<file path="config.mk">
export PLATFORM = sky130hd
export DESIGN_NAME = drce_queue
export DESIGN_NICKNAME = d
export VERILOG_FILES = /design/src/drce_pkg.sv /design/src/drce_queue.sv
export SDC_FILE = /design/constraint.sdc
export NUM_CORES = 1
export LEC_CHECK = 0
export ABC_AREA = 1
export BUFFER_PORTS_ARGS = -buffer_cell sky130_fd_sc_hd__buf_2
export CORE_ASPECT_RATIO = 1.4
export CORE_MARGIN = 2
export CORE_UTILIZATION = 44
export CTS_CLUSTER_SIZE = 14
export DETAILED_ROUTE_END_ITERATION = 8
export PLACE_DENSITY = 0.73
export SYNTH_ARGS = -nofsm -noshare
export SYNTH_HDL_FRONTEND = slang
export SYNTH_SLANG_ARGS = --single-unit
</file>
<file path="constraint.sdc">
create_clock -name clock -period 10.1 [get_ports clock]
set_input_delay 0 -clock clock [delete_from_list [all_inputs] [get_ports clock]]
set_output_delay 0 -clock clock [all_outputs]
set_load 0.05 [all_outputs]
</file>
<file path="src/drce_pkg.sv">
`timescale 1ns / 1ps

package drce_pkg;

   // Screen size in pixels
   localparam int SCREEN_WIDTH  = 320;
   localparam int SCREEN_HEIGHT = 240;

   localparam logic signed [15:0] SCREEN_W_S = 16'(SCREEN_WIDTH);
   localparam logic signed [15:0] SCREEN_H_S = 16'(SCREEN_HEIGHT);

   // Last glyph column and row index (5x7 dots)
   localparam logic [2:0] GLYPH_LAST_COL = 3'd4;
   localparam logic [2:0] GLYPH_LAST_ROW = 3'd6;

   typedef enum logic [1:0] {
      CMD_FILL   = 2'd0,
      CMD_FRAME  = 2'd1,
      CMD_CHAR   = 2'd2,
      CMD_SCREEN = 2'd3
   } cmd_type;

   typedef enum logic {
      ST_RUN   = 1'b0,
      ST_FLUSH = 1'b1
   } state_type;

   // Decoded command as it waits between the front and back parts
   typedef struct packed {
      cmd_type            cmd;
      logic signed [11:0] pos_x;
      logic signed [11:0] pos_y;
      logic signed [11:0] width;
      logic signed [11:0] height;
      logic [10:0]        thickness;
      logic [3:0]         scale;
      logic [15:0]        color;
      logic [39:0]        glyph;    // five columns of eight bits, column 0 lowest
      logic signed [13:0] alt_x;    // pos_x + width - thickness
      logic signed [13:0] alt_y;    // pos_y + height - thickness
   } entry_type;

   // 5x7 font, column-major, bit 0 of a column is the top row.
   // Lower case is folded to upper case; anything unknown draws blank.
   function automatic logic [39:0] glyph_bits(logic [7:0] code);
      logic [7:0]  up;
      logic [39:0] bits;
      up = code;
      if (code >= 8'h61 && code <= 8'h7A) begin
         up = code - 8'h20;
      end
      unique case (up)
         8'h2D:   bits = 40'h0808080808;
         8'h2E:   bits = 40'h0000606000;
         8'h2F:   bits = 40'h0204081020;
         8'h30:   bits = 40'h3E4549513E;
         8'h31:   bits = 40'h00407F4200;
         8'h32:   bits = 40'h4649516142;
         8'h33:   bits = 40'h314B454121;
         8'h34:   bits = 40'h107F121418;
         8'h35:   bits = 40'h3945454527;
         8'h36:   bits = 40'h3049494A3C;
         8'h37:   bits = 40'h0305097101;
         8'h38:   bits = 40'h3649494936;
         8'h39:   bits = 40'h1E29494906;
         8'h3A:   bits = 40'h0000363600;
         8'h41:   bits = 40'h7E1111117E;
         8'h42:   bits = 40'h364949497F;
         8'h43:   bits = 40'h224141413E;
         8'h44:   bits = 40'h1C2241417F;
         8'h45:   bits = 40'h414949497F;
         8'h46:   bits = 40'h010909097F;
         8'h47:   bits = 40'h7A4949413E;
         8'h48:   bits = 40'h7F0808087F;
         8'h49:   bits = 40'h00417F4100;
         8'h4A:   bits = 40'h013F414020;
         8'h4B:   bits = 40'h412214087F;
         8'h4C:   bits = 40'h404040407F;
         8'h4D:   bits = 40'h7F020C027F;
         8'h4E:   bits = 40'h7F1008047F;
         8'h4F:   bits = 40'h3E4141413E;
         8'h50:   bits = 40'h060909097F;
         8'h51:   bits = 40'h5E2151413E;
         8'h52:   bits = 40'h462919097F;
         8'h53:   bits = 40'h3149494946;
         8'h54:   bits = 40'h01017F0101;
         8'h55:   bits = 40'h3F4040403F;
         8'h56:   bits = 40'h1F2040201F;
         8'h57:   bits = 40'h7F2018207F;
         8'h58:   bits = 40'h6314081463;
         8'h59:   bits = 40'h0708700807;
         8'h5A:   bits = 40'h4345495161;
         default: bits = 40'h0000000000;
      endcase
      return bits;
   endfunction

endpackage

</file>
<file path="src/drce_queue.sv">
`timescale 1ns / 1ps

module drce_queue
   import drce_pkg::*;
(
   input  logic      clock,
   input  logic      reset,
   input  logic      push,
   input  entry_type push_entry,
   output logic      full,
   input  logic      pop,
   output logic      head_valid,
   output entry_type head_entry
);

   entry_type  slots_ff [2];
   logic       wr_ptr_ff;
   logic       wr_ptr_in;
   logic       rd_ptr_ff;
   logic       rd_ptr_in;
   logic [1:0] count_ff;
   logic [1:0] count_in;

   assign full       = count_ff[1];
   assign head_valid = count_ff != 2'd0;
   assign head_entry = slots_ff[rd_ptr_ff];

   // Advance pointers and occupancy
   always_comb begin
      wr_ptr_in = push ? !wr_ptr_ff : wr_ptr_ff;
      rd_ptr_in = pop ? !rd_ptr_ff : rd_ptr_ff;
      count_in  = count_ff + {1'b0, push} - {1'b0, pop};
   end

   always_ff @(posedge clock) begin
      if (reset) begin
         wr_ptr_ff <= 1'b0;
         rd_ptr_ff <= 1'b0;
         count_ff  <= 2'd0;
      end else begin
         wr_ptr_ff <= wr_ptr_in;
         rd_ptr_ff <= rd_ptr_in;
         count_ff  <= count_in;
      end
   end

   // Store the incoming item
   always_ff @(posedge clock) begin
      if (push) begin
         slots_ff[wr_ptr_ff] <= push_entry;
      end
   end

endmodule

</file>
Word level (Yosys, flattened, before mapping)
Memories as Yosys holds them, arrays and structs flattened. A register that Yosys moved wholly into a read port is not among the register bits.
Cells that the tools add are included.
- output and inout port bits: 151
- memories: 1
- register bits: 4
- logic and storage cells: 13
- RAM bits: 298
- latch bits: 0
- bits in read-only memories: 0
- input port bits: 153
- memory list (memory ; words ; bits a word ; rd ports ; clocked after Yosys merged registers in ; wr ports ; line ; source):
    slots_ff ; 2 ; 149 ; 1 ; 1 ; 1 ; drce_queue.sv:16 ; entry_type slots_ff [2];
- reductions and logical operators: 3
- multipliers: 0
- shift-type cells: 0
- order comparisons: 0
- bitwise gates (word level): 0
- equal/unequal tests: 0
- div/mod/pow operators: 0
- multiplexer cells: 4
- add/subtract/negate cells: 2
- operators by type and width (cell ; count):
    1-bit two-way mux ; 4
    2-bit by 1-bit adder with 2-bit output ; 1
    1-bit logical NOT ; 2
    2-bit nonzero test ; 1
    2-bit by 1-bit subtractor with 2-bit output ; 1

Logic depth before layout (Yosys ltp)
- word-level depth: 3
- mapped depth: 9
- mapped depth without buffers: 9

Least setup slack after synthesis
No wires, ideal clock.
- kind: reg-to-reg
- from: register wr_ptr_ff
- to: memory slots_ff[0][0] (netlist name), enable pin
- setup slack: 2941 ps
- stages on the path, launching flop included: 2
- arrival time: 6495 ps
- data required time: 9436 ps
- setup time: 664 ps
- path through: dfxtp_1 nor2_1
- RTL lines (what ; line ; source):
    start: declaration ; drce_queue.sv:17 ; logic wr_ptr_ff;
    start signal: assignment ; drce_queue.sv:41 ; wr_ptr_ff <= wr_ptr_in;
    end: declaration ; drce_queue.sv:16 ;
No word-level cell before the write port.

==> implementation parameters <==
Parameter                              Value

Outcome
  Outcome ... finished with violations
  Failing checks ... DRC

Synth
  Commonest cells in the netlist ... edfxtp_1 (298), mux2_4 (101), mux2_2 (48)
  Primary FF master, synth ... edfxtp_1
  Main area contributors after synthesis ... edfxtp_1 (79%), mux2_4 (13%), mux2_2 (4.7%), buf_6 (1.4%), dfxtp_1 (0.88%)
  Number of enable flip-flop cells after synthesis ... 298
  Fraction of registers with async set/reset ... 0%
  Net count after synthesis ... 649
  Library cell with the highest instance count after synthesis ... edfxtp_1
  Combined area of all synthesized cells ... 11400 sq um
  Top cell type by total area after synthesis ... edfxtp_1
  Gate count after technology mapping ... 494
  Count of distinct cell types in the synthesized netlist ... 14
  Mean instance size in the synthesized netlist ... 23.07 sq um
  Share of the yosys chip area belonging to registers ... 79.39%
  Number of storage elements in the synthesis netlist ... 303
  Syn. warnings ... 0
  Post-synth top area share ... 78.51%

Global routing
  Via count of the first global-routing pass ... 6836
  Number of antenna violations at the first check in global routing ... 2
  Wire length of the first global-routing pass ... 35470 um
  Residual overflow from global routing ... 0
  GRT Util Overall ... 16.66%
  Largest net degree at the start of global routing ... 78

Final layout
  Area growth from synthesis to layout ... 37.25%
  Share of cells above drive strength 1 ... 50.61%
  Nets ... 1124
  Count of fill cells added during filler insertion ... 1814

Route
  Initial detailed-routing violation count ... 278
  Aggregate routed wire length ... 23720 um
  Total vias in the final route ... 6304
  Ratio of routed vias to standard cells ... 4.809
  # DRC ... 17
  Wire per inst ... 18.10 um
  Pre-Repair DR Iteration Count ... 7
  Post-route antenna net violation count ... 0

Floorplanning
  Placeable core region ... 25470 sq um
  Die outline area ... 27230 sq um
  Rows ... 69
  Effective utilization at floorplan ... 44.76%
  Vertical die dimension ... 194.4 um
  Die Span X ... 140.0 um
  I/O pin cnt ... 304

Timing
  Upper clock frequency limit ... 338.0 MHz
  Fin. Hold Viols ... 0
  Final worst clock skew ... 0.005203 ns
  Final-report max-slew violation count ... 0
  Crit path time final ... 2.959 ns
  Final period utilization ... 29.29%
  Final-layout setup total negative slack ... 0 ns
  Worst slack on hold paths ... 0.1866 ns
  RSZ-0062 raised after global routing ... no
  Max_slew headroom ... 31.06%
  Worst-Margin Slew ... 1.034 ns
  Setup-failing EPs final ... 0

Setup path
  Data required time at the worst endpoint ... 10.10 ns
  Max FO, Critical Path ... 55
  Critical path launch point type ... register
  CP Data Arrival Time ... 2.96 ns
  Kind of capture point of the worst setup path ... output port
  Critical path start-end classification ... reg -> out

Clock network
  Hold Buf Count CTS ... 153
  Number of buffers on the longest clock path ... 3
  Post-CTS Repair Setup Buffers ... 0
  Cts bufs inserted ... 28
  Root buffer selected by CTS ... clkbuf_16
  Number of sinks driven by the clock tree ... 303
  Clock H-tree levels ... 1
  Clock latency on the worst-skew pair ... 0.53 ns
  Number of instances resized during post-cts repair ... 0
  CTS tree ... yes
  Post-CTS clock slew at the launch and capture registers of the worst setup and hold paths ... 0.06 ns

Power
  Peak supply drop ... 0.2157 mV
  Leakage ... 0.006163 uW
  PD cells ... 195.5 nW/um^2

Placed design
  Port Buffers ... 303
  Placer Congestion ... 0.7220
  Estimated wirelength of the detail-placed design ... 13990 um

Hold path
  Classification of the worst-slack hold path ... in -> reg

Flow run
  Maxcap violations ... 0
cells by family after synthesis:
kind of cell,synth area share [%]
DFF,79.39
muxes,18.05
AOI/OAI and AO/OA,0.04387
buffers and inverters,1.778
adders and majority gates,0.2195
and+or+nand+nor,0.4500
xor gates and xnor gates,0.07685
critical path, cell delays in order (launching register included):
cell	delay, ns
dfxtp_4	0.85
buf_4	0.90
mux2_4	0.36
buf_2	0.21
cells in the final DEF (no fill, tap or decap):
master         synthesis  final
buf_2                  3    303
edfxtp_1             298    298
dlygate4sd3_1          0    153
mux2_4               101    101
mux2_2                48     48
clkbuf_16              0     29
clkbuf_1               0      9
inv_1                  8      7
buf_4                  0      6
nand2_1                5      5
nor2_1                 6      5
clkinv_2               0      4
dfxtp_1                5      4
clkbuf_8               0      3
diode_2                0      2
ha_1                   2      2
bufinv_16              0      2
clkinv_1               0      2
inv_6                  0      1
nor2_4                 0      1
xnor2_1                1      1
nor3_1                 1      1
a21oi_1                1      1
nand3_1                1      1
dfxtp_4                0      1
clkinv_4               0      1
clkinvlp_4             0      1
final cells by class:
cell class              count  area [sq um]  share of cell area [%]
inverters                   8         35.03                  0.2239
multi-input cells         166          2155                   13.77
diodes                      2         5.005                 0.03199
flip-flops and latches    303          9052                   57.87
well taps                 319         399.1                   2.551
clock buffers              41         800.8                   5.119
repair buffers            462          3093                   19.77
clock inverters            10         103.9                  0.6638
path summary, 6_finish.rpt:
check	slack (ns)	start	cells past startpoint	endpoint
max reg2reg	7.65	wr_ptr_ff	3	slots_ff[1][57]
min reg2reg	0.54	rd_ptr_ff	2	rd_ptr_ff
max	7.14	register	3	head_entry[111]
min	0.19	push_entry[130]	2	slots_ff[0][130]
registers in the layout, indices dropped and copies added (netlist names), named ones only:
signal and cells:
rd_ptr_ff 1, wr_ptr_ff 1, count_ff 2, slots_ff 298
power breakdown:
| part | total (uW) | leakage [uW] | switching [uW] | internal, uW |
|---|---|---|---|---|
| clock | 1030 | 0.000441 | 427 | 599 |
| sequential | 1480 | 0.00284 | 25.3 | 1460 |
| combinational | 550 | 0.00288 | 355 | 195 |
| total | 3060 | 0.00616 | 807 | 2250 |
through the flow:
step	power (uW)	setup WS (ns)	cell area [sq um]	utilization [%]	std cells
after global routing	3161	6.965	15640	61.42	1311
final	3059	7.141	15640	61.42	1311
after floorplan	1906	2.941	11400	-	494
after global placement	2001	7.642	13200	51.84	1105
after CTS	3084	7.082	15640	61.41	1309
after detailed placement	2011	7.646	13200	51.84	1105
per-layer routing:
layer | part of all wire [%] | track usage (%)
met5 | 0 | 0
met4 | 3.9 | 6.884
met3 | 7.1 | 4.237
met2 | 54 | 31.71
met1 | 35 | 17.21
(Power assumes the default switching activity.)
