==> config.mk <==
export PLATFORM = sky130hd
export DESIGN_NAME = drce_back_flat
export DESIGN_NICKNAME = d
export VERILOG_FILES = /design/src/drce_pkg.sv /design/src/drce_rsp_if.sv /design/src/drce_back.sv /design/src/flat_wrapper.sv
export SDC_FILE = /design/constraint.sdc
export NUM_CORES = 1
export LEC_CHECK = 0
export BUFFER_PORTS_ARGS = -buffer_cell sky130_fd_sc_hd__buf_2
export CORE_AREA = 3 3 216 112
export CTS_CLUSTER_SIZE = 8
export DETAILED_ROUTE_END_ITERATION = 12
export DIE_AREA = 0 0 219 115
export PLACE_DENSITY = 0.64
export SYNTH_ARGS = -nofsm -noshare
export SYNTH_HDL_FRONTEND = slang
export SYNTH_SLANG_ARGS = --single-unit
export TNS_END_PERCENT = 20
==> constraint.sdc <==
create_clock -name clock -period 12.75 [get_ports clock]
set_clock_uncertainty 0.2 [all_clocks]
set_input_delay 0.6375 -clock clock [delete_from_list [all_inputs] [get_ports clock]]
set_output_delay 0.6375 -clock clock [all_outputs]
set_load 0.02 [all_outputs]
==> src/drce_pkg.sv <==
`timescale 1ns / 1ps

package drce_pkg;

   // Screen size in pixels
   localparam int SCREEN_WIDTH  = 320;
   localparam int SCREEN_HEIGHT = 240;

   localparam logic signed [15:0] SCREEN_W_S = 16'(SCREEN_WIDTH);
   localparam logic signed [15:0] SCREEN_H_S = 16'(SCREEN_HEIGHT);

   // Last glyph column and row index (5x7 dots)
   localparam logic [2:0] GLYPH_LAST_COL = 3'd4;
   localparam logic [2:0] GLYPH_LAST_ROW = 3'd6;

   typedef enum logic [1:0] {
      CMD_FILL   = 2'd0,
      CMD_FRAME  = 2'd1,
      CMD_CHAR   = 2'd2,
      CMD_SCREEN = 2'd3
   } cmd_type;

   typedef enum logic {
      ST_RUN   = 1'b0,
      ST_FLUSH = 1'b1
   } state_type;

   // Decoded command as it waits between the front and back parts
   typedef struct packed {
      cmd_type            cmd;
      logic signed [11:0] pos_x;
      logic signed [11:0] pos_y;
      logic signed [11:0] width;
      logic signed [11:0] height;
      logic [10:0]        thickness;
      logic [3:0]         scale;
      logic [15:0]        color;
      logic [39:0]        glyph;    // five columns of eight bits, column 0 lowest
      logic signed [13:0] alt_x;    // pos_x + width - thickness
      logic signed [13:0] alt_y;    // pos_y + height - thickness
   } entry_type;

   // 5x7 font, column-major, bit 0 of a column is the top row.
   // Lower case is folded to upper case; anything unknown draws blank.
   function automatic logic [39:0] glyph_bits(logic [7:0] code);
      logic [7:0]  up;
      logic [39:0] bits;
      up = code;
      if (code >= 8'h61 && code <= 8'h7A) begin
         up = code - 8'h20;
      end
      unique case (up)
         8'h2D:   bits = 40'h0808080808;
         8'h2E:   bits = 40'h0000606000;
         8'h2F:   bits = 40'h0204081020;
         8'h30:   bits = 40'h3E4549513E;
         8'h31:   bits = 40'h00407F4200;
         8'h32:   bits = 40'h4649516142;
         8'h33:   bits = 40'h314B454121;
         8'h34:   bits = 40'h107F121418;
         8'h35:   bits = 40'h3945454527;
         8'h36:   bits = 40'h3049494A3C;
         8'h37:   bits = 40'h0305097101;
         8'h38:   bits = 40'h3649494936;
         8'h39:   bits = 40'h1E29494906;
         8'h3A:   bits = 40'h0000363600;
         8'h41:   bits = 40'h7E1111117E;
         8'h42:   bits = 40'h364949497F;
         8'h43:   bits = 40'h224141413E;
         8'h44:   bits = 40'h1C2241417F;
         8'h45:   bits = 40'h414949497F;
         8'h46:   bits = 40'h010909097F;
         8'h47:   bits = 40'h7A4949413E;
         8'h48:   bits = 40'h7F0808087F;
         8'h49:   bits = 40'h00417F4100;
         8'h4A:   bits = 40'h013F414020;
         8'h4B:   bits = 40'h412214087F;
         8'h4C:   bits = 40'h404040407F;
         8'h4D:   bits = 40'h7F020C027F;
         8'h4E:   bits = 40'h7F1008047F;
         8'h4F:   bits = 40'h3E4141413E;
         8'h50:   bits = 40'h060909097F;
         8'h51:   bits = 40'h5E2151413E;
         8'h52:   bits = 40'h462919097F;
         8'h53:   bits = 40'h3149494946;
         8'h54:   bits = 40'h01017F0101;
         8'h55:   bits = 40'h3F4040403F;
         8'h56:   bits = 40'h1F2040201F;
         8'h57:   bits = 40'h7F2018207F;
         8'h58:   bits = 40'h6314081463;
         8'h59:   bits = 40'h0708700807;
         8'h5A:   bits = 40'h4345495161;
         default: bits = 40'h0000000000;
      endcase
      return bits;
   endfunction

endpackage

==> src/drce_rsp_if.sv <==
`timescale 1ns / 1ps

interface drce_rsp_if;
   logic        valid;
   logic        ready;
   logic [12:0] rect_x0;
   logic [12:0] rect_y0;
   logic [12:0] rect_x1;
   logic [12:0] rect_y1;
   logic [15:0] fill_color;
   logic        empty_res;
   logic        last;

   modport source (output valid, output rect_x0, output rect_y0, output rect_x1,
                   output rect_y1, output fill_color, output empty_res, output last,
                   input ready);
   modport sink (input valid, input rect_x0, input rect_y0, input rect_x1,
                 input rect_y1, input fill_color, input empty_res, input last,
                 output ready);
endinterface

==> src/drce_back.sv <==
`timescale 1ns / 1ps

module drce_back
   import drce_pkg::*;
(
   input  logic        clock,
   input  logic        reset,
   input  logic        head_valid,
   input  entry_type   head_entry,
   output logic        pop,
   drce_rsp_if.source  rsp_port
);

   localparam logic [2:0] STRIP_TOP    = 3'd0;
   localparam logic [2:0] STRIP_BOTTOM = 3'd1;
   localparam logic [2:0] STRIP_LEFT   = 3'd2;
   localparam logic [2:0] STRIP_RIGHT  = 3'd3;

   state_type   state_ff;
   state_type   state_in;
   logic [2:0]  col_ff;
   logic [2:0]  col_in;
   logic [2:0]  row_ff;
   logic [2:0]  row_in;

   // Held rectangle, sent once the next one or the end is known
   logic        pend_valid_ff;
   logic        pend_valid_in;
   logic [12:0] pend_x0_ff, pend_y0_ff, pend_x1_ff, pend_y1_ff;
   logic        pend_load;

   // Output register
   logic        out_valid_ff;
   logic        out_valid_in;
   logic        out_load;
   logic        out_from_pend;
   logic        out_last;
   logic [12:0] out_x0_ff, out_y0_ff, out_x1_ff, out_y1_ff;
   logic [15:0] out_color_ff;
   logic        out_empty_ff;
   logic        out_last_ff;

   logic signed [15:0] cx, cy, cw, ch;
   logic signed [15:0] x_ext, y_ext, w_ext, h_ext, t_ext, s_ext;
   logic signed [15:0] ex1, ey1;
   logic signed [15:0] clip_x0, clip_y0, clip_x1, clip_y1;
   logic [6:0]  xoff, yoff;
   logic        dot;
   logic        hit;
   logic        last_step;
   logic        out_free;

   assign x_ext = {{4{head_entry.pos_x[11]}}, head_entry.pos_x};
   assign y_ext = {{4{head_entry.pos_y[11]}}, head_entry.pos_y};
   assign w_ext = {{4{head_entry.width[11]}}, head_entry.width};
   assign h_ext = {{4{head_entry.height[11]}}, head_entry.height};
   assign t_ext = {5'b00000, head_entry.thickness};
   assign s_ext = {12'h000, head_entry.scale};
   assign xoff  = 7'(col_ff) * 7'(head_entry.scale);
   assign yoff  = 7'(row_ff) * 7'(head_entry.scale);

   // Form the candidate rectangle of the current step
   always_comb begin
      cx  = 16'sd0;
      cy  = 16'sd0;
      cw  = SCREEN_W_S;
      ch  = SCREEN_H_S;
      dot = 1'b1;
      last_step = 1'b1;
      unique case (head_entry.cmd)
         CMD_FILL: begin
            cx = x_ext;
            cy = y_ext;
            cw = w_ext;
            ch = h_ext;
         end
         CMD_FRAME: begin
            last_step = row_ff == STRIP_RIGHT;
            unique case (row_ff)
               STRIP_TOP: begin
                  cx = x_ext;
                  cy = y_ext;
                  cw = w_ext;
                  ch = t_ext;
               end
               STRIP_BOTTOM: begin
                  cx = x_ext;
                  cy = {{2{head_entry.alt_y[13]}}, head_entry.alt_y};
                  cw = w_ext;
                  ch = t_ext;
               end
               STRIP_LEFT: begin
                  cx = x_ext;
                  cy = y_ext;
                  cw = t_ext;
                  ch = h_ext;
               end
               default: begin
                  cx = {{2{head_entry.alt_x[13]}}, head_entry.alt_x};
                  cy = y_ext;
                  cw = t_ext;
                  ch = h_ext;
               end
            endcase
         end
         CMD_CHAR: begin
            last_step = col_ff == GLYPH_LAST_COL && row_ff == GLYPH_LAST_ROW;
            cx  = x_ext + {9'h000, xoff};
            cy  = y_ext + {9'h000, yoff};
            cw  = s_ext;
            ch  = s_ext;
            dot = head_entry.glyph[{col_ff, row_ff}];
         end
         default: begin
            cx = 16'sd0;
            cy = 16'sd0;
            cw = SCREEN_W_S;
            ch = SCREEN_H_S;
         end
      endcase
   end

   // Clip to the screen and drop empty rectangles
   always_comb begin
      ex1     = cx + cw;
      ey1     = cy + ch;
      clip_x0 = (cx < 16'sd0) ? 16'sd0 : cx;
      clip_y0 = (cy < 16'sd0) ? 16'sd0 : cy;
      clip_x1 = (ex1 > SCREEN_W_S) ? SCREEN_W_S : ex1;
      clip_y1 = (ey1 > SCREEN_H_S) ? SCREEN_H_S : ey1;
      hit     = dot && (clip_x0 < clip_x1) && (clip_y0 < clip_y1);
   end

   assign out_free = !out_valid_ff || rsp_port.ready;

   // Sequence the steps of one command and close it with a final result
   always_comb begin
      state_in      = state_ff;
      col_in        = col_ff;
      row_in        = row_ff;
      pend_valid_in = pend_valid_ff;
      pend_load     = 1'b0;
      out_load      = 1'b0;
      out_from_pend = 1'b1;
      out_last      = 1'b0;
      pop           = 1'b0;
      unique case (state_ff)
         ST_RUN: begin
            if (head_valid && !(hit && pend_valid_ff && !out_free)) begin
               if (hit) begin
                  pend_load     = 1'b1;
                  pend_valid_in = 1'b1;
                  out_load      = pend_valid_ff;
               end
               if (last_step) begin
                  state_in = ST_FLUSH;
               end else if (head_entry.cmd == CMD_CHAR && row_ff == GLYPH_LAST_ROW) begin
                  row_in = 3'd0;
                  col_in = col_ff + 3'd1;
               end else begin
                  row_in = row_ff + 3'd1;
               end
            end
         end
         default: begin
            if (out_free) begin
               out_load      = 1'b1;
               out_from_pend = pend_valid_ff;
               out_last      = 1'b1;
               pend_valid_in = 1'b0;
               pop           = 1'b1;
               col_in        = 3'd0;
               row_in        = 3'd0;
               state_in      = ST_RUN;
            end
         end
      endcase
      out_valid_in = out_load || (out_valid_ff && !rsp_port.ready);
   end

   always_ff @(posedge clock) begin
      if (reset) begin
         state_ff      <= ST_RUN;
         col_ff        <= 3'd0;
         row_ff        <= 3'd0;
         pend_valid_ff <= 1'b0;
         out_valid_ff  <= 1'b0;
      end else begin
         state_ff      <= state_in;
         col_ff        <= col_in;
         row_ff        <= row_in;
         pend_valid_ff <= pend_valid_in;
         out_valid_ff  <= out_valid_in;
      end
   end

   // Hold the clipped rectangle
   always_ff @(posedge clock) begin
      if (pend_load) begin
         pend_x0_ff <= clip_x0[12:0];
         pend_y0_ff <= clip_y0[12:0];
         pend_x1_ff <= clip_x1[12:0];
         pend_y1_ff <= clip_y1[12:0];
      end
   end

   // Load the output register: held rectangle, or the empty marker
   always_ff @(posedge clock) begin
      if (out_load) begin
         out_last_ff <= out_last;
         if (out_from_pend) begin
            out_x0_ff    <= pend_x0_ff;
            out_y0_ff    <= pend_y0_ff;
            out_x1_ff    <= pend_x1_ff;
            out_y1_ff    <= pend_y1_ff;
            out_color_ff <= head_entry.color;
            out_empty_ff <= 1'b0;
         end else begin
            out_x0_ff    <= 13'd0;
            out_y0_ff    <= 13'd0;
            out_x1_ff    <= 13'd0;
            out_y1_ff    <= 13'd0;
            out_color_ff <= 16'd0;
            out_empty_ff <= 1'b1;
         end
      end
   end

   assign rsp_port.valid      = out_valid_ff;
   assign rsp_port.rect_x0    = out_x0_ff;
   assign rsp_port.rect_y0    = out_y0_ff;
   assign rsp_port.rect_x1    = out_x1_ff;
   assign rsp_port.rect_y1    = out_y1_ff;
   assign rsp_port.fill_color = out_color_ff;
   assign rsp_port.empty_res  = out_empty_ff;
   assign rsp_port.last       = out_last_ff;

endmodule
==> src/flat_wrapper.sv <==
// flat-port wrapper written by rule: the top's interface ports become plain ports
module drce_back_flat import drce_pkg::*;
  (clock, reset, head_valid, head_entry, pop, rsp_port_valid, rsp_port_rect_x0, rsp_port_rect_y0, rsp_port_rect_x1, rsp_port_rect_y1, rsp_port_fill_color, rsp_port_empty_res, rsp_port_last, rsp_port_ready);
  drce_rsp_if rsp_port_i ();
  input  logic clock;
  input  logic reset;
  input  logic head_valid;
  input  entry_type head_entry;
  output logic pop;
  output wire logic [$bits(rsp_port_i.valid)-1:0] rsp_port_valid;
  output wire logic [$bits(rsp_port_i.rect_x0)-1:0] rsp_port_rect_x0;
  output wire logic [$bits(rsp_port_i.rect_y0)-1:0] rsp_port_rect_y0;
  output wire logic [$bits(rsp_port_i.rect_x1)-1:0] rsp_port_rect_x1;
  output wire logic [$bits(rsp_port_i.rect_y1)-1:0] rsp_port_rect_y1;
  output wire logic [$bits(rsp_port_i.fill_color)-1:0] rsp_port_fill_color;
  output wire logic [$bits(rsp_port_i.empty_res)-1:0] rsp_port_empty_res;
  output wire logic [$bits(rsp_port_i.last)-1:0] rsp_port_last;
  input wire logic [$bits(rsp_port_i.ready)-1:0] rsp_port_ready;
  assign rsp_port_valid = rsp_port_i.valid;
  assign rsp_port_rect_x0 = rsp_port_i.rect_x0;
  assign rsp_port_rect_y0 = rsp_port_i.rect_y0;
  assign rsp_port_rect_x1 = rsp_port_i.rect_x1;
  assign rsp_port_rect_y1 = rsp_port_i.rect_y1;
  assign rsp_port_fill_color = rsp_port_i.fill_color;
  assign rsp_port_empty_res = rsp_port_i.empty_res;
  assign rsp_port_last = rsp_port_i.last;
  assign rsp_port_i.ready = rsp_port_ready;
  drce_back u_core (.clock(clock), .reset(reset), .head_valid(head_valid), .head_entry(head_entry), .pop(pop), .rsp_port(rsp_port_i));
endmodule
# Word level (Yosys, flattened, before mapping)
# Cells that the tools add are included.
# totals
register_bits	131
latch_bits	0
ramBits	0
mem_bits_ro	0
input_bits	153
output_inout_bits	72
wordCells	108
mem_count	0
# classes
add_sub_neg	6
multipliers	2
div	0
order_cmp	7
n_eq_ne	9
shifts	0
muxes	44
bitwise	0
n_reduce_logical	24
# op_table
operator	count
$pmux W16 S3	4
$mux W16	8
$add A16 B16 Y16	2
$lt A16 B1 Y1 const B	2
$lt A16 B16 Y1	2
$mux W3	9
$add A12 B8 Y13	2
$mux W1	21
$gt A16 B10 Y1 const B	1
$gt A16 B9 Y1 const B	1
$mul A3 B4 Y7	2
$logic_and A1 B1 Y1	8
$lt A6 B7 Y1 const B	1
$add A3 B1 Y3 const B	2
$bmux W1 S6	1
$eq A3 B2 Y1 const B	2
$eq A3 B3 Y1 const B	2
$reduce_and A3 Y1	2
$reduce_bool A2 Y1	3
$logic_not A1 Y1	4
$reduce_and A4 Y1	1
$eq A3 B1 Y1 const B	1
$logic_not A3 Y1	1
$reduce_or A3 Y1	1
other kinds (8)	9

# Longest topological paths before layout
# depth
word_depth	17
ltp_mapped	40
mapped_depth_nobuf	37

# Least setup slack after synthesis
# Ideal clock, no wire load.
# synth_timing
path_kind	register to register
from	reg u_core.row_ff[2]
to	reg u_core.out_empty_ff, in the netlist u_core.rsp_port.empty_res (enable)
setup_time_ns	0.498
t_arrival_ns	10.576
t_required_ns	12.052
slack_ns	1.476
stages_incl_launch_ff	40
n_path_buf	4
synth_period_minus_slack_ns	11.274
path_cell_list	dfxtp_1 buf_2 clkbuf_1 nand2_1 fa_1 inv_1 ha_1 a21o_1 a21oi_1 xnor2_1 ha_1 a21o_1 a31oi_1 o21bai_1 and4_1 xor2_1 a222oi_1 nor2_1 [4 not listed] or4_1 a221o_1 nor4_4 nand3_1 and2_1 clkbuf_1 nand2b_1 ha_1 and3_1 nand3_1 a21oi_1 a21oi_1 o311ai_0 a2111oi_0 nand4_1 nor3_1 a31oi_1 nor2_1
# synth_via
elab_chain_cells	16
elab_cells_between_ends	39
classes_between	add/sub: 3; mul: 1; order compare: 6; eq/ne: 2; mux: 18; reduce/logical: 9
# synth_lines
element	line_no	source
start: declaration	drce_back.sv:23	logic [2:0] row_ff;
start signal: assignment	drce_back.sv:191	row_ff <= row_in;
branches (longest 9 deep; another with $add A16 B16 Y16)	n/a	
$logic_and A1 B1 Y1 (*)	drce_back.sv:131	hit = dot && (clip_x0 < clip_x1) && (clip_y0 < clip_y1);
$logic_and A1 B1 Y1 (2 in series)	drce_back.sv:149	if (head_valid && !(hit && pend_valid_ff && !out_free)) begin
$logic_not A1 Y1	drce_back.sv:149	
$logic_and A1 B1 Y1	drce_back.sv:149	
$mux W1 (*)	drce_back.sv:149	
$mux W1 (*)	drce_back.sv:147	unique case (state_ff)
net u_core.out_load	drce_back.sv:35	logic out_load;
end signal: assignment	drce_back.sv:217	out_empty_ff <= 1'b0;
end signal: assignment	drce_back.sv:224	out_empty_ff <= 1'b1;
end: declaration	drce_back.sv:40	logic out_empty_ff;
# Mark *: on every way through the listed nets, which the timed path passes. The select of a mux whose other input is x is not followed.
# A chain may end at the register's enable or synchronous reset.

# Worst setup path in the final report
# layout_timing
from	reg u_core.row_ff[2]
to	reg u_core.out_x1_ff[7], in the netlist u_core.rsp_port.rect_x1[7] (enable)
# layout_via
elab_chain_cells	16
elab_cells_between_ends	39
classes_between	add/sub: 3; mul: 1; order compare: 6; eq/ne: 2; mux: 18; reduce/logical: 9
# layout_lines
element	line_no	source
branches (longest 9 deep; another with $add A16 B16 Y16)	n/a	
$logic_and A1 B1 Y1 (*)	drce_back.sv:131	
$logic_and A1 B1 Y1 (2 in series)	drce_back.sv:149	
$logic_not A1 Y1	drce_back.sv:149	
$logic_and A1 B1 Y1	drce_back.sv:149	
$mux W1 (*)	drce_back.sv:149	
$mux W1 (*)	drce_back.sv:147	
net u_core.out_load	drce_back.sv:35	
end signal: assignment	drce_back.sv:214	out_x1_ff <= pend_x1_ff;
end: declaration	drce_back.sv:38	logic [12:0] out_x0_ff, out_y0_ff, out_x1_ff, out_y1_ff;
# Marked as above.

==> key figures <==
Placed design
  • Port bufs: 224
  • Pre-CTS setup slack: 2337 ps
  • Gp weighted congestion: 0.9939
  • Detailed-placement wirelength estimate: 23760 um

Final layout
  • Footprint of the multi-input gates: 5806 um2
  • Number of diodes: 0
  • Synth-to-Final Area Change: 19.38%
  • Layout net count: 1471
  • Fraction of layout instances using a drive strength above 1: 26.59%
  • # fillers: 2047
  • Reg area: 3844 um2

Yosys
  • Share of the synthesized area in the top cell type: 36.25%
  • Synth unique cells: 72
  • Main synth FF type: edfxtp_1
  • #FFs+latches synth: 131
  • Largest area contributor in the netlist: edfxtp_1
  • Ranking of synthesized cells by area: edfxtp_1 (36%), ha_1 (11%), and2_1 (5.6%), nor2_1 (2.8%), nand2_1 (2.7%)
  • Fraction of registers with async set/reset: 0%
  • Sequential fraction of the synthesis area: 38.03%
  • Post-Syn Area: 10110 um2
  • Cells after synthesis: 1017
  • Syn_area_per_cell: 9.937 um2
  • Syn_nets: 1271
  • Count of flip-flops with a built-in enable after synthesis: 122
  • Syn. warnings: 0

Clocking
  • Post-CTS Hold Fix Bufs: 0
  • CTS tree: yes
  • Post-CTS Setup Bufs: 0
  • Clk slew on worst S/H paths: 70 ps
  • Clock sink count: 131
  • H-tree depth: 4
  • CTS root buf: clkbuf_16
  • Clock latency on the worst-skew pair: 410 ps
  • Longest Clk Path Bufs: 2
  • Number of buffers created by CTS: 17
  • Post_cts resized: 0

Global routing
  • Vias in the first global route: 8089
  • GR Overflow Total: 0
  • First-pass GRT wire length: 45530 um
  • Antenna violations before repair: 0
  • All-Layer GR Usage: 23.67%
  • Largest net degree at the start of global routing: 74

Timing
  • Setup TNS: 0 ps
  • Final setup fails: 0
  • Final hold viol count: 0
  • RSZ-0062 raised after global routing: no
  • Slew headroom: 23.35%
  • Final period util: 82.18%
  • Slew @ Worst Pin: 1150 ps
  • Fin crit period: 10480 ps
  • Max frequency: 95.44 MHz
  • Worst Slack Setup Final: 2272 ps
  • Slew Limit Fails: 0

Critical path
  • Critical path endpoint: u_core.rsp_port.rect_x1[7]
  • Worst Path Required: 12590 ps
  • R2r startpoint: u_core.row_ff[2]
  • Critical Path Start: u_core.row_ff[2]
  • R2R Setup Slk: 2270 ps
  • R2R Path End: u_core.rsp_port.rect_x1[7]
  • Startpoint types: flop
  • Worst EP arrival: 10320 ps
  • R2R cell count: 36
  • Max Fanout on Critical Path: 40
  • CP dominant cell by count: ha_1
  • Slowest stage delay, CP: 880 ps
  • Crit end category: flop
  • Crit-path slowest cell: dfxtp_1
  • CP Class: flop to flop

Floorplanning
  • Starting Density: 44.83%
  • Chip height: 115 um
  • Core Footprint: 22540 um2
  • Row count: 39
  • Die span in x: 219 um
  • Die area: 25190 um2
  • Io pins: 225

Route
  • Post-DRT Antenna Nets: 0
  • Drt pass-1 iters: 7
  • Final wirelength: 29930 um
  • Remaining DRCs: 0
  • Via-per-instance ratio: 5.585
  • Number of DRC markers in iteration 0: 934
  • Via Count: 8584
  • Wire per inst: 19.47 um

Pwr
  • Leakage: 5.353 nW
  • Power Density: 119.4 nW/um2
  • Total power: 1.441 mW
  • Max rail drop VDD: 0.09480 mV

Run
  • Max-cap violation count: 0

Hold path
  • Worst hold path class: primary input to flop

Status
  • Status: finished, final reports clean
[worst max-delay path, delay by kind of cell (launching register included)]
family | cells | cell delay (ps)
xor gates and xnor gates | 2 | 310
adders and majority gates | 5 | 1960
buffers and inverters | 2 | 640
DFF | 1 | 880
and+or+nand+nor | 14 | 3270
AOI/OAI and AO/OA | 13 | 2800
[report_power, final]
part           switching [mW]  leakage [nW]  internal, mW
Combinational           0.265          3.88         0.170
Sequential             0.0111          1.20         0.515
Clock                   0.190         0.277         0.290
[per-stage QoR]
stage               util, %  std cells  hold slack [ps]  area [um2]
floorplan                 -       1017            270.7       10110
global placement      50.93       1505            300.4       11480
detailed placement    50.93       1505            304.0       11480
CTS                   53.51       1537            276.7       12060
global route          53.51       1537            289.9       12060
finish                53.51       1537            300.4       12060
[Yosys cell counts (all sizes together) (3+ instances only)]
cell type  number
xor2           17
buf            10
ha             91
nor3b           3
a31oi           9
a22oi           9
and4            3
dfxtp           9
o21a            6
mux4           11
inv            69
and3            5
nor2b          10
o211ai          7
nand2b         22
nor3           30
nand4          10
mux2i           8
o21bai          3
fa             10
a221o           8
or3             4
and2           91
a21boi          3
edfxtp        122
o31ai           3
a222oi         26
nand2          73
a211oi         12
o21ai          26
clkbuf         42
nand3          16
o311ai          4
o221ai          3
mux2           23
or2            12
nor2           76
a21o           21
or4             4
xnor2          24
a21oi          55
[final cells by class]
| type | count | share of cell area, % |
|---|---|---|
| well taps | 307 | 3.184 |
| multi-input cells | 765 | 48.12 |
| inverters | 69 | 2.147 |
| flip-flops and latches | 131 | 31.86 |
| clock inverters | 14 | 1.276 |
| repair buffers | 233 | 9.853 |
| clock buffers | 18 | 3.557 |
[layer usage]
metal  routed length (um)  up-vias  GRT usage, %
met5                    0        -             0
met4                  533        0         6.425
met3                 2661       27         5.572
met2                12210      346         33.56
met1                14530     4058         35.98
li1                     -     4153             -
[cell usage in the layout, fill, tap and decap left out, drive strengths merged, types with 5 or more instances in the layout]
cell and count:
o21a 6, clkinv 6, o211ai 7, o21ai 26
mux2 23, fa 10, mux2i 8, nor2b 10
ha 91, nand2b 22, xor2 17, nor3 30
nand2 73, a221o 8, xnor2 24, inv 72
and3 5, a21o 21, dfxtp 9, buf 233
nand4 10, or2 12, a222oi 26, a21oi 55
mux4 11, edfxtp 122, a211oi 12, clkbuf 18
nor2 76, a31oi 9, and2 91, nand3 16
a22oi 9
[flip-flops by register name, indices dropped and copies added, names as in the netlist]
name / count
u_core.pend_x0_ff: 13
u_core.pend_y0_ff: 13
u_core.state_ff: 1
u_core.col_ff: 3
u_core.rsp_port.valid: 1
u_core.rsp_port.fill_color: 16
u_core.rsp_port.rect_x0: 13
u_core.rsp_port.empty_res: 1
u_core.pend_y1_ff: 13
u_core.pend_x1_ff: 13
u_core.row_ff: 3
u_core.pend_valid_ff: 1
u_core.rsp_port.last: 1
u_core.rsp_port.rect_y1: 13
u_core.rsp_port.rect_y0: 13
u_core.rsp_port.rect_x1: 13
[how the worst min path moves through the flow]
stage | from | end | depth (start not counted)
3_5_place_dp | u_core.pend_x0_ff[10] | u_core.rsp_port.rect_x0[10] | 1
4_1_cts | head_entry[71] | u_core.rsp_port.fill_color[3] | 2
3_3_place_gp | u_core.pend_x0_ff[9] | u_core.rsp_port.rect_x0[9] | 1
2_1_floorplan | u_core.pend_valid_ff | u_core.pend_valid_ff | 2
6_report | head_entry[71] | u_core.rsp_port.fill_color[3] | 2
5_1_grt | head_entry[71] | u_core.rsp_port.fill_color[3] | 2
[cells by family after synthesis]
| logic type | after synthesis | share of synthesized area [%] |
|---|---|---|
| flops | 131 | 38.03 |
| fa+ha+maj | 101 | 13.25 |
| mux | 42 | 5.807 |
| xor+xnor | 41 | 3.553 |
| compound gates | 213 | 15.45 |
| buf+inv | 121 | 4.729 |
| simple gates | 368 | 19.18 |
Power figures use the tool's default switching activity.
